**src/design/lalu_pkg.sv**
```systemverilog
package lalu_pkg;

    localparam int MAX_W = 32;

    localparam logic [3:0] MODE_ADD  = 4'd0;
    localparam logic [3:0] MODE_ADDS = 4'd1;
    localparam logic [3:0] MODE_SUB  = 4'd2;
    localparam logic [3:0] MODE_SUBS = 4'd3;
    localparam logic [3:0] MODE_MUL  = 4'd4;
    localparam logic [3:0] MODE_MULS = 4'd5;
    localparam logic [3:0] MODE_SHL  = 4'd6;
    localparam logic [3:0] MODE_SHR  = 4'd7;
    localparam logic [3:0] MODE_NORM = 4'd8;
    localparam logic [3:0] MODE_DIV  = 4'd9;

    // One operation in flight; acc holds the double word being worked on.
    typedef struct packed {
        logic [3:0]           mode;
        logic [MAX_W-1:0]     a;
        logic [MAX_W-1:0]     b;
        logic [MAX_W-1:0]     c;
        logic [2*MAX_W-1:0]   acc;
        logic [6:0]           cnt;
        logic                 flag;
    } lalu_item_t;

endpackage

```
**src/design/lalu_cell.sv**
```systemverilog
module lalu_cell
    import lalu_pkg::*;
#(
    parameter int W   = 32,
    parameter int IDX = 0
)
(
    input  logic       clk,
    input  logic       rst_n,
    input  logic       advance,
    input  logic       prev_valid,
    input  lalu_item_t prev_data,
    output logic       cell_valid,
    output lalu_item_t cell_data
);

    localparam int DW  = 2 * W;
    localparam int LOG = $clog2(DW);
    localparam int SH  = (IDX < LOG) ? (1 << IDX) : 0;
    localparam int NS  = (IDX < LOG) ? (1 << (LOG - 1 - IDX)) : 1;

    logic       valid_reg;
    lalu_item_t data_reg;
    lalu_item_t data_next;
    logic [DW-1:0] v;
    logic [W:0]    rem;
    logic          ge;

    always_comb
    begin
        data_next = prev_data;
        v = prev_data.acc[DW-1:0];
        rem = {prev_data.acc[DW-1:W], prev_data.acc[W-1]};
        ge = (rem >= {1'b0, prev_data.c[W-1:0]});
        case (prev_data.mode)
            MODE_MUL, MODE_MULS:
            begin
                if (prev_data.b[IDX])
                begin
                    v = v + (DW'(prev_data.a[W-1:0]) << IDX);
                end
            end
            MODE_SHL:
            begin
                if (IDX < LOG && prev_data.c[IDX])
                begin
                    v = v << SH;
                end
            end
            MODE_SHR:
            begin
                if (IDX < LOG && prev_data.c[IDX])
                begin
                    v = v >> SH;
                end
            end
            MODE_NORM:
            begin
                if (IDX < LOG && v[DW-1 -: NS] == '0)
                begin
                    v = v << NS;
                    data_next.cnt = prev_data.cnt + 7'(NS);
                end
            end
            MODE_DIV:
            begin
                // One restoring step: the low half collects quotient bits.
                if (!prev_data.flag)
                begin
                    if (ge)
                    begin
                        v = {W'(rem - {1'b0, prev_data.c[W-1:0]}),
                             prev_data.acc[W-2:0], 1'b1};
                    end
                    else
                    begin
                        v = {rem[W-1:0], prev_data.acc[W-2:0], 1'b0};
                    end
                end
            end
            default:
            begin
            end
        endcase
        data_next.acc = (2*MAX_W)'(v);
    end

    always_ff @(posedge clk or negedge rst_n)
    begin
        if (!rst_n)
        begin
            valid_reg <= 1'b0;
        end
        else if (advance)
        begin
            valid_reg <= prev_valid;
        end
    end

    always_ff @(posedge clk)
    begin
        if (advance)
        begin
            data_reg <= data_next;
        end
    end

    assign cell_valid = valid_reg;
    assign cell_data  = data_reg;

endmodule

```
**config.mk**
```make
export PLATFORM = sky130hd
export DESIGN_NAME = lalu_cell
export DESIGN_NICKNAME = d
export VERILOG_FILES = /design/src/design/lalu_pkg.sv /design/src/design/lalu_cell.sv
export SDC_FILE = /design/constraint.sdc
export NUM_CORES = 1
export LEC_CHECK = 0
export BUFFER_PORTS_ARGS = -buffer_cell sky130_fd_sc_hd__buf_4
export CAP_MARGIN = 20
export CORE_MARGIN = 8
export CORE_UTILIZATION = 55
export DETAILED_ROUTE_END_ITERATION = 6
export PLACE_DENSITY = 0.8
export SLEW_MARGIN = 20
export SYNTH_ARGS = -nofsm -noshare
export SYNTH_HDL_FRONTEND = slang
export SYNTH_SLANG_ARGS = --single-unit
```
**constraint.sdc**
```tcl
create_clock -name clk -period 1 [get_ports clk]
set_clock_uncertainty 0.15 [all_clocks]
set_input_delay 0.2 -clock clk [delete_from_list [all_inputs] [get_ports clk]]
set_output_delay 0.2 -clock clk [all_outputs]
set_load 0.02 [all_outputs]
```
==> metrics.md, run 1 <==
| Metric | Value |
|---|---|
| Clock sink count | `173` |
| Die width | `172 µm` |
| PortBufs | `348` |
| Hold_buf cts | `107` |
| RePlAce Congestion | `1.03` |
| Run-stopping error | `[ERROR DPL-0033] detailed placement checks failed during check placement.` |
| Resized Gates After CTS | `262` |
| Status | `stopped before the end` |
| Setup bufs post-CTS | `59` |
| Post-synth ARST share | `0.00578` |
| Top Ports | `349` |
| Cell Area, Synth | `13300 µm²` |
| Row cnt | `57` |
| Synth Instances | `1396` |
| Root Buffer | `clkbuf_16` |
| Stop stage | `clock tree synthesis (4_1_cts)` |
| EDFF count, synth | `172` |
| Flops & latches, synth | `173` |
| Dpl hpwl | `46900 µm` |
| Clock buffer depth | `2` |
| Synthesized Nets | `1638` |
| Synth Flop Type | `edfxtp_1` |
| Placed Cells | `2382` |
| Total CTS buffers | `17` |
| # H-tree levels | `4` |
| Number of library cell types mapped by synthesis | `100` |
| Placed Area | `19600 µm²` |
| Ys Warns | `0` |
| Mean Syn Cell Area | `9.56 µm²` |
| Die height | `172 µm` |
| Initial Utilization | `0.554` |
| Post-synthesis sequential area ratio | `0.389` |
cells by family after synthesis:
family / share of synthesized area
AOI/OAI and AO/OA: 0.256
xor gates and xnor gates: 0.0407
adders and majority gates: 0.0630
buffers and inverters: 0.0563
DFF: 0.389
muxes: 0.0564
and+or+nand+nor: 0.139
stage by stage:
stage	setup TNS (ns)	worst slack (ns)
floorplan	-94.92	-1.88
global placement	-148.07	-2.29
detailed placement	-152.61	-2.39
cells in the mapped netlist (14+ instances only):
library cell  number  area share
edfxtp_1         172        0.39
a21oi_1          131       0.049
nand2_1          107       0.030
nor2_1            93       0.026
o21ai_0           93       0.035
mux2i_1           70       0.052
ha_1              64       0.060
clkbuf_1          60       0.017
inv_1             54       0.015
xnor2_1           34       0.022
a21o_1            32       0.018
xor2_1            28       0.018
a221oi_1          27       0.018
a222oi_1          27       0.020
nand3_1           27       0.010
and3_1            26       0.012
a31oi_1           24       0.011
o21ai_1           23      0.0086
buf_2             19      0.0071
a211oi_1          14      0.0079
nand2b_1          14      0.0066
nand4_1           14      0.0066
nor3_1            14      0.0053
o21a_1            14      0.0079
==> inputs of run 2 (changes only) <==
--- a/config.mk
+++ b/config.mk
@@ -8,9 +8,9 @@
 export BUFFER_PORTS_ARGS = -buffer_cell sky130_fd_sc_hd__buf_4
 export CAP_MARGIN = 20
 export CORE_MARGIN = 8
-export CORE_UTILIZATION = 55
+export CORE_UTILIZATION = 40
 export DETAILED_ROUTE_END_ITERATION = 6
-export PLACE_DENSITY = 0.8
+export PLACE_DENSITY_LB_ADDON = 0.15
 export SLEW_MARGIN = 20
 export SYNTH_ARGS = -nofsm -noshare
 export SYNTH_HDL_FRONTEND = slang
==> metrics.md, run 2 <==
| Metric | Value |
|---|---|
| Overflow after GRT | `0` |
| PortBufs | `348 (unchanged)` |
| Root Buffer | `clkbuf_16` |
| GR Layer Usage met2 | `0.527` |
| Crit. Startpoint | `prev_data[75]` |
| Tightest Hold Check Type | `in -> reg` |
| Drt initial violations | `1557` |
| Drt first pass iters | `7` |
| Max-Cap Viols | `0` |
| Final net count | `2506` |
| Post-synthesis sequential area ratio | `0.389 (unchanged)` |
| Tightest Pin Transition | `0.590 ns` |
| EDFF count, synth | `172 (unchanged)` |
| Routed via count | `15800` |
| Design Power | `28.3 mW` |
| ANT nets after route | `0` |
| Ys Warns | `0 (unchanged)` |
| Mean Syn Cell Area | `9.56 µm² (unchanged)` |
| Clock buffer depth | `2 (unchanged)` |
| Number of library cell types mapped by synthesis | `100 (unchanged)` |
| RePlAce Congestion | `0.987 (-4.1%)` |
| Clock sink count | `173 (unchanged)` |
| Reg-to-reg endpoint | `cell_valid` |
| Die width | `199 µm (+16%)` |
| All-Layer GR Usage | `0.309` |
| Die height | `199 µm (+16%)` |
| Routed len/inst | `23.6 µm` |
| Via density per instance | `5.78` |
| Setup_tns | `-154.78 ns` |
| Commonest non-fill, non-tap cells in the layout | `buf_4 (553), buf_6 (254), edfxtp_1 (172), dlygate4sd3_1 (107), a21oi_1 (101)` |
| DRC | `0` |
| Total Routed Length | `64200 µm` |
| Cell Area, Synth | `13300 µm² (unchanged)` |
| Setup-failing EPs final | `239` |
| Synth Flop Type | `edfxtp_1` |
| Row cnt | `67 (+18%)` |
| Pin count of the biggest net entering global routing | `61` |
| Vias in the first global route | `15600` |
| Post-synth ARST share | `0.00578 (unchanged)` |
| CTS tree | `yes` |
| Global route hottest layer | `met2` |
| Final Cycle Share | `2.67` |
| Peak VDD IR | `1.24 mV` |
| Slew Limit Fails | `0` |
| First-pass GRT wire length | `93800 µm` |
| FF+latch area | `5190 µm²` |
| Pleak | `10.6 nW` |
| WP data required | `1.07 ns` |
| Dpl hpwl | `44400 µm (-5.4%)` |
| Crit end category | `register` |
| Reg2reg setup slack | `0.05 ns` |
| Hold_buf cts | `108 (+0.93%)` |
| Met3 usage | `0.0555` |
| Failing checks | `negative hold slack, negative setup slack` |
| Routing usage on met1 | `0.392` |
| Area fraction of the dominant cell type after synthesis | `0.387 (unchanged)` |
| Setup ws final | `-1.67 ns` |
| Fill count | `2294` |
| Dominant cell by count in the synthesized netlist | `edfxtp_1` |
| Synth Instances | `1396 (unchanged)` |
| Initial Utilization | `0.402 (-0.152)` |
| Die area | `39500 µm²` |
| Reg2reg path depth | `1` |
| Minimum clock period | `2.67 ns` |
| Arr. time, crit path | `2.74 ns` |
| Layout area overhead | `85.4%` |
| Flops & latches, synth | `173 (unchanged)` |
| Final Hold Violating Endpoints | `1` |
| Hold wc startpoint | `advance` |
| End of the critical path | `cell_data[43]` |
| Rel. slew slack | `0.607` |
| # H-tree levels | `4 (unchanged)` |
| Top Ports | `349 (unchanged)` |
| Max FFs per register | `172` |
| Commonest non-fill, non-tap cell in the layout | `buf_4` |
| Layout cells sized above 1 | `0.523` |
| PwrDens | `1140 nW/µm²` |
| Maximum clock rate | `0.374 GHz` |
| Fin Hold WS | `-0.0157 ns` |
| Status | `finished, violations left` |
| R2r startpoint | `cell_valid` |
| WS Path Type | `in -> reg` |
| Commonest cells in the netlist | `edfxtp_1 (172), a21oi_1 (131), nand2_1 (107), nor2_1 (93), o21ai_0 (93)` |
| Cell type with the highest aggregate area in the netlist | `edfxtp_1` |
| Latest clock arrival within the worst-skew pair | `0.46 ns` |
| Pre-CTS WS | `-2.35 ns (+0.0383 ns)` |
| Critical Path Start Type | `primary input` |
| Antenna violations before repair | `1` |
| Largest cells by area after synthesis | `edfxtp_1 (39%), ha_1 (6.0%), mux2i_1 (5.2%)` |
| Total CTS buffers | `17 (unchanged)` |
| Clock transition at path regs | `0.07 ns` |
| Area occupied by multi-input gates | `9530 µm²` |
| RSZ-0062 raised after global routing | `yes` |
| Synthesized Nets | `1638 (unchanged)` |
| Core outline area | `33200 µm²` |
| Crit-path max FO | `6` |
==> run 2: worst min-delay path by stage <==
stage                     to  depth (start not counted)
3_3_place_gp      cell_valid                          1
6_report       cell_data[29]                          2
2_1_floorplan     cell_valid                          0
5_1_grt        cell_data[29]                          2
4_1_cts        cell_data[13]                          4
3_5_place_dp      cell_valid                          1
==> run 2: per-stage QoR <==
stage | utilization | instances | instance area (µm²)
finish | 0.746 | 2726 | 24700
CTS | 0.717 | 2702 | 23800
global placement | 0.593 | 2497 | 19700
floorplan | - | 1396 | 14100
global route | 0.746 | 2726 | 24700
detailed placement | 0.593 | 2497 | 19700
==> run 2: timing repair <==
action,CTS,global route
endpoints found under the setup margin,239,240
hold endpoints to repair,109,1
gates resized for setup,408,175
pin swaps,126,138
setup buffers,62,29
gates cloned,6,0
==> run 2: critical path: stages <==
cell	delay (ns)
buf_4	0.09
inv_1	0.06
ha_4	0.16
a21o_1	0.21
a211o_1	0.33
o211ai_4	0.26
nand3b_4	0.14
a31oi_4	0.23
o21ai_4	0.17
mux2_4	0.36
a221oi_4	0.24
nor3b_2	0.22
a211oi_2	0.05
==> run 2: metal layers <==
metal | vias up | share of wire
met3 | 135 | 0.078
met4 | 0 | 0.031
met1 | 7675 | 0.40
met5 | - | 0
li1 | 7133 | -
met2 | 811 | 0.49
==> run 2: cell families after synthesis <==
family,Yosys count,share of synthesized area
AOI/OAI and AO/OA,502,0.256
muxes,74,0.0564
buffers and inverters,156,0.0563
xor gates and xnor gates,62,0.0407
adders and majority gates,66,0.0630
DFF,173,0.389
and+or+nand+nor,363,0.139
==> run 2: area by class of cell <==
| type | instances | area share |
|---|---|---|
| diodes | 1 | 0.000101 |
| clock buffers | 18 | 0.0177 |
| clock inverters | 14 | 0.00698 |
| inverters | 56 | 0.00961 |
| multi-input cells | 1072 | 0.385 |
| flip-flops and latches | 173 | 0.210 |
| well taps | 448 | 0.0226 |
| repair buffers | 944 | 0.348 |
==> run 2: power by group <==
part,switching [mW],internal [mW]
Clock,3.45,3.65
Combinational,6.01,6.05
Sequential,0.372,8.76
Total,9.84,18.5
Power figures use the tool's default switching activity.
==> inputs of run 3 (changes only) <==
==> constraint.sdc (replaced) <==
create_clock -name clk -period 2.9 [get_ports clk]
set_clock_uncertainty 0.15 [all_clocks]
set_input_delay 0.58 -clock clk [delete_from_list [all_inputs] [get_ports clk]]
set_output_delay 0.58 -clock clk [all_outputs]
set_load 0.02 [all_outputs]
==> metrics.md, run 3 (synthesis gave the netlist of run 2 again) <==
| Metric | Value |
|---|---|
| Status | `finished, violations left` |
| Failing checks | `design-rule violations, negative setup slack` |
| Clock sink count | `173 (unchanged)` |
| RePlAce Congestion | `0.958 (-2.9%)` |
| DRC | `18 (+18)` |
| Final Hold Violating Endpoints | `0 (-1)` |
| Initial Utilization | `0.402 (unchanged)` |
| Pin count of the biggest net entering global routing | `61 (unchanged)` |
| Setup-failing EPs final | `25 (-90%)` |
| Pleak | `9.26 nW (-12%)` |
| Total Routed Length | `57000 µm (-11%)` |
| Vias in the first global route | `14400 (-7.7%)` |
| Clock buffer depth | `2 (unchanged)` |
| Die area | `39500 µm² (unchanged)` |
| Placed Area | `19400 µm² (-1.3%)` |
| Clock transition at path regs | `0.07 ns (about the same)` |
| Pre-CTS WS | `-0.747 ns (+1.60 ns)` |
| Layout cells sized above 1 | `0.477 (-0.0463)` |
| Max-Cap Viols | `0 (unchanged)` |
| Commonest non-fill, non-tap cells in the layout | `buf_4 (704), edfxtp_1 (172), a21oi_1 (111), nand2_1 (96), nor2_1 (86)` |
| Drt first pass iters | `7 (unchanged)` |
| Root Buffer | `clkbuf_16` |
| Top Ports | `349 (unchanged)` |
| Tightest Hold Check Type | `in -> reg` |
| Drt initial violations | `1287 (-17%)` |
| Fin cells | `2535 (-7.0%)` |
| Die height | `199 µm (unchanged)` |
| Setup_tns | `-1.69 ns (+153.09 ns)` |
| Layout area overhead | `58.4%` |
| Peak VDD IR | `0.438 mV (-65%)` |
| Total CTS buffers | `17 (unchanged)` |
| PwrDens | `423 nW/µm² (-63%)` |
| Core outline area | `33200 µm² (unchanged)` |
| Crit end category | `register` |
| Final Cycle Share | `1.06` |
| N_diodes | `0 (-1)` |
| WP data required | `2.96 ns (+1.89 ns)` |
| Setup ws final | `-0.178 ns (+1.49 ns)` |
| Fill count | `2863 (+25%)` |
| Commonest non-fill, non-tap cell in the layout | `buf_4` |
| Minimum clock period | `3.08 ns` |
| Via density per instance | `5.71 (-1.2%)` |
| Rel. slew slack | `0.488 (-0.119)` |
| Slew Limit Fails | `0 (unchanged)` |
| Overflow after GRT | `0 (unchanged)` |
| Latest clock arrival within the worst-skew pair | `0.45 ns (about the same)` |
| RSZ-0062 raised after global routing | `yes` |
| First-pass GRT wire length | `84800 µm (-9.6%)` |
| PortBufs | `348 (unchanged)` |
| Die width | `199 µm (unchanged)` |
| WS Path Type | `in -> reg` |
| Antenna violations before repair | `0 (-1)` |
| Final net count | `2316 (-7.6%)` |
| Row cnt | `67 (unchanged)` |
| Tightest Pin Transition | `0.759 ns (+0.170 ns)` |
| Post-route cell area | `21100 µm² (-15%)` |
| Max FFs per register | `172 (unchanged)` |
| All-Layer GR Usage | `0.278 (-0.0315)` |
| ANT nets after route | `0 (unchanged)` |
| Arr. time, crit path | `3.14 ns (+0.40 ns)` |
| Dpl hpwl | `44400 µm (about the same)` |
| Placed Cells | `2466 (-1.2%)` |
| Maximum clock rate | `0.325 GHz` |
| Routed via count | `14500 (-8.1%)` |
| CTS tree | `yes` |
| # H-tree levels | `4 (unchanged)` |
| Crit-path max FO | `5 (-1)` |
| Critical Path Start Type | `primary input` |
| Routed len/inst | `22.5 µm (-4.6%)` |
-- run 3: per-layer routing --
metal | vias to the layer above | track usage | part of all wire
li1 | 6741 | - | -
met1 | 6960 | 0.352 | 0.41
met2 | 669 | 0.465 | 0.47
met3 | 109 | 0.0634 | 0.085
met4 | 0 | 0.0876 | 0.029
met5 | - | 0 | 0
-- run 3: path summary, 6_finish.rpt --
kind / start / to / slack [ns] / cells after the start
setup / recovery: prev_data[8] / cell_data[60] / -0.18 / 13
hold / removal: prev_data[111] / cell_data[111] / 0.15 / 1
setup reg to reg: cell_valid / cell_valid / 2.00 / 1
hold reg to reg: cell_valid / cell_valid / 0.38 / 1
max in group asynchronous: rst_n / cell_valid / 2.23 / 2
min in group asynchronous: rst_n / cell_valid / 0.29 / 2
-- run 3: timing repair --
| action | 4_1_cts | 5_1_grt |
|---|---|---|
| endpoints found under the hold margin | 1 | 0 |
| hold buffers | 1 | 0 |
| setup buffers | 27 | 10 |
| setup endpoints to repair | 56 | 50 |
| resized for setup | 106 | 75 |
| pin swaps | 55 | 50 |
-- run 3: cell type report --
class	instances	area [µm²]	area share
clock buffer	19	443	0.0210
clock inverter	13	144	0.00681
inverter	56	233	0.0110
multi-input combinational	1067	8520	0.403
sequential	173	5190	0.246
tap	448	561	0.0265
timing repair buffer	759	6040	0.286
-- run 3: power by group --
part / switching, mW / internal, mW / leakage (nW)
sequential: 0.0769 / 3.02 / 1.69
combinational: 1.83 / 1.63 / 7.28
clock: 1.14 / 1.25 / 0.281
total: 3.06 / 5.89 / 9.26
-- run 3: through the flow --
step | utilization | power (mW) | hold WS [ns]
detailed placement | 0.586 | 6.34 | 0.207
finish | 0.637 | 8.95 | 0.147
global route | 0.637 | 9.31 | 0.126
global placement | 0.586 | 6.32 | 0.205
CTS | 0.624 | 8.87 | 0.121
floorplan | - | 4.76 | 0.134
-- run 3: worst max-delay path: stages --
cell	delay, ns
buf_8	0.10
ha_4	0.15
fa_2	0.35
a21oi_2	0.17
o21ai_2	0.08
o2111a_2	0.31
o31a_1	0.37
o21ai_4	0.20
o22ai_4	0.14
and2_4	0.19
and2_4	0.13
o21a_1	0.17
o22a_1	0.17
==> inputs of run 4 (changes only) <==
--- a/config.mk
+++ b/config.mk
@@ -7,6 +7,7 @@
 export LEC_CHECK = 0
 export BUFFER_PORTS_ARGS = -buffer_cell sky130_fd_sc_hd__buf_4
 export CAP_MARGIN = 20
+export CORE_ASPECT_RATIO = 0.7
 export CORE_MARGIN = 8
 export CORE_UTILIZATION = 40
 export DETAILED_ROUTE_END_ITERATION = 6
==> metrics.md, run 4 (synthesis gave the netlist of run 2 again) <==
| Metric | Value |
|---|---|
| PortBufs | `348 (unchanged)` |
| End of the critical path | `cell_data[68]` |
| Rel. slew slack | `0.454 (-0.0342)` |
| N_diodes | `0 (unchanged)` |
| Clock buffer depth | `2 (unchanged)` |
| Kind of cell adding the most delay to the critical path | `compound AO/OA/AOI/OAI gates` |
| Layout cells sized above 1 | `0.506 (+0.0296)` |
| Crit end category | `register` |
| All-Layer GR Usage | `0.275 (-0.00305)` |
| Combinational Power Share | `0.395 (+0.008)` |
| Routed via count | `14700 (+1.4%)` |
| Root Buffer | `clkbuf_16` |
| Fin util | `0.661 (+0.0239)` |
| Total Routed Length | `58100 µm (+1.9%)` |
| First-pass GRT wire length | `84100 µm (-0.83%)` |
| Setup ws final | `-0.170 ns (+0.00809 ns)` |
| Pint | `5.92 mW (+0.55%)` |
| Switch Pwr | `3.30 mW (+8.1%)` |
| Slew Limit Fails | `0 (unchanged)` |
| Drt initial violations | `1444 (+12%)` |
| PwrDens | `420 nW/µm² (-0.65%)` |
| Peak VDD IR | `0.339 mV (-23%)` |
| Crit-path slowest cell | `a2111oi_4` |
| Row cnt | `56 (-16%)` |
| Final Cycle Share | `1.06 (-0.00279)` |
| # H-tree levels | `4 (unchanged)` |
| Global route hottest layer | `met2` |
| Max-Cap Viols | `0 (unchanged)` |
| ANT nets after route | `0 (unchanged)` |
| Dpl hpwl | `43400 µm (-2.2%)` |
| Reg-to-reg endpoint | `cell_valid` |
| Clock power share | `0.270 (+0.003)` |
| Reg2reg setup slack | `2.01 ns (about the same)` |
| Reg2reg path depth | `1 (unchanged)` |
| Initial Utilization | `0.402 (about the same)` |
| Crit. Startpoint | `prev_data[43]` |
| Crit-path max FO | `5 (unchanged)` |
| Clock transition at path regs | `0.08 ns (about the same)` |
| Layout area overhead | `64.4%` |
| Reg power frac | `0.336 (-0.010)` |
| Fin Hold WS | `0.136 ns (-0.0105 ns)` |
| Setup-failing EPs final | `32 (+28%)` |
| Vias in the first global route | `14200 (-1.2%)` |
| Design Power | `9.23 mW (+3.1%)` |
| Via density per instance | `5.75 (+0.72%)` |
| Placed Cells | `2459 (-0.28%)` |
| Top Ports | `349 (unchanged)` |
| Routed len/inst | `22.8 µm (+1.3%)` |
| Total CTS buffers | `17 (unchanged)` |
| Minimum clock period | `3.07 ns (-0.00809 ns)` |
| Arr. time, crit path | `3.13 ns (about the same)` |
| Drt first pass iters | `7 (unchanged)` |
| Failing checks | `design-rule violations, negative setup slack` |
| Core outline area | `33200 µm² (about the same)` |
| Latest clock arrival within the worst-skew pair | `0.46 ns (about the same)` |
| Net Sw Frac | `0.358 (+0.0165)` |
| Overflow after GRT | `0 (unchanged)` |
| Commonest non-fill, non-tap cell in the layout | `buf_4` |
| R2r startpoint | `cell_valid` |
| Final Hold Violating Endpoints | `0 (unchanged)` |
| Critical path, cell by cell | `buf_6, ha_4, a21o_1, a211o_1, o211ai_4, nand3b_4, a31oi_4, buf_4, buf_6, o21a_4, nor2_4, buf_6, a2111oi_4, a211oi_2` |
| Pleak | `9.51 nW (+2.7%)` |
| Met3 usage | `0.0736 (+0.0101)` |
| RePlAce Congestion | `0.960 (+0.22%)` |
| Final net count | `2346 (+1.3%)` |
| Routing usage on met1 | `0.394 (+0.0420)` |
| Die width | `234 µm (+18%)` |
| Slowest stage delay, CP | `0.35 ns (-0.02 ns)` |
| Top cell by count, worst path | `buf_6` |
| Antenna violations before repair | `0 (unchanged)` |
| GR Layer Usage met2 | `0.408 (-0.0571)` |
| Status | `finished, violations left` |
| Die height | `169 µm (-15%)` |
| Clock sink count | `173 (unchanged)` |
| Commonest non-fill, non-tap cells in the layout | `buf_4 (718), edfxtp_1 (172), a21oi_1 (108), nand2_1 (94), nor2_1 (85)` |
| Fill count | `2724 (-4.9%)` |
| Maximum clock rate | `0.326 GHz (+0.26%)` |
| Number of cells on the critical path | `14 (+1)` |
| WS Path Type | `in -> reg` |
| Fin cells | `2552 (+0.67%)` |
| Tightest Pin Transition | `0.810 ns (+0.0508 ns)` |
| DRC | `1 (-17)` |
| WP data required | `2.96 ns (about the same)` |
| Max FFs per register | `172 (unchanged)` |
| Die area | `39600 µm² (+0.24%)` |
| Pin count of the biggest net entering global routing | `61 (unchanged)` |
| Tightest Hold Check Type | `in -> reg` |
| Critical Path Start Type | `primary input` |
| CTS tree | `yes` |
| CP Buf/Inv Count | `4 (+3)` |
| RSZ-0062 raised after global routing | `yes` |
run 4: cell count changes in the layout (fill, tap and decap cells not counted), moves of 5 or more:
cell      previous run  this run
ha_4                30        35
ha_1                33        26
nand3_1             25        17
clkinv_8             0         9
buf_4              704       718
a31oi_1             21        16
buf_6               33        51
run 4: power by group through the flow:
stage / Clock, mW / Combinational [mW] / Sequential (mW)
floorplan: 0 / 1.33 / 3.43
global placement: 0 / 3.13 / 3.14
detailed placement: 0 / 3.16 / 3.15
CTS: 2.53 / 3.39 / 3.10
global route: 2.62 / 3.87 / 3.12
finish: 2.49 / 3.64 / 3.10
run 4: layout make-up:
class                      count  area, µm²  share of cell area
clock buffer                  17        425              0.0194
timing repair buffer         787       6260               0.285
inverter                      56        230              0.0105
sequential                   173       5190               0.237
clock inverter                15        211             0.00964
multi-input combinational   1069       9080               0.414
tap                          435        544              0.0248
run 4: layer usage:
layer	up-vias	wire length [µm]
li1	6811	-
met5	-	0
met2	771	25400
met3	77	5970
met1	7022	25800
met4	0	945
run 4: worst min-delay path by stage:
| stage | startpoint | end | depth (start not counted) |
|---|---|---|---|
| 4_1_cts | prev_data[112] | cell_data[112] | 1 |
| 6_report | prev_data[110] | cell_data[110] | 1 |
| 2_1_floorplan | rst_n | cell_valid | 0 |
| 5_1_grt | prev_data[110] | cell_data[110] | 1 |
| 3_5_place_dp | rst_n | cell_valid | 1 |
| 3_3_place_gp | rst_n | cell_valid | 1 |
run 4: through the flow:
step	setup TNS, ns	instance area, µm²	worst slack, ns
final	-3.18	21900	-0.170
after global placement	-39.14	19400	-0.901
after global routing	-5.40	21900	-0.240
after floorplan	-4.98	13900	-0.363
after CTS	-2.28	21000	-0.200
after detailed placement	-41.41	19400	-0.916
run 4: timing repair:
action                                  in CTS  in global routing
resized for setup                          136                133
hold buffers                                 1                  0
pin swaps                                   82                100
endpoints found under the hold margin        1                  0
endpoints found under the setup margin      56                 57
buffers inserted                            39                 25
cloned                                       2                  2
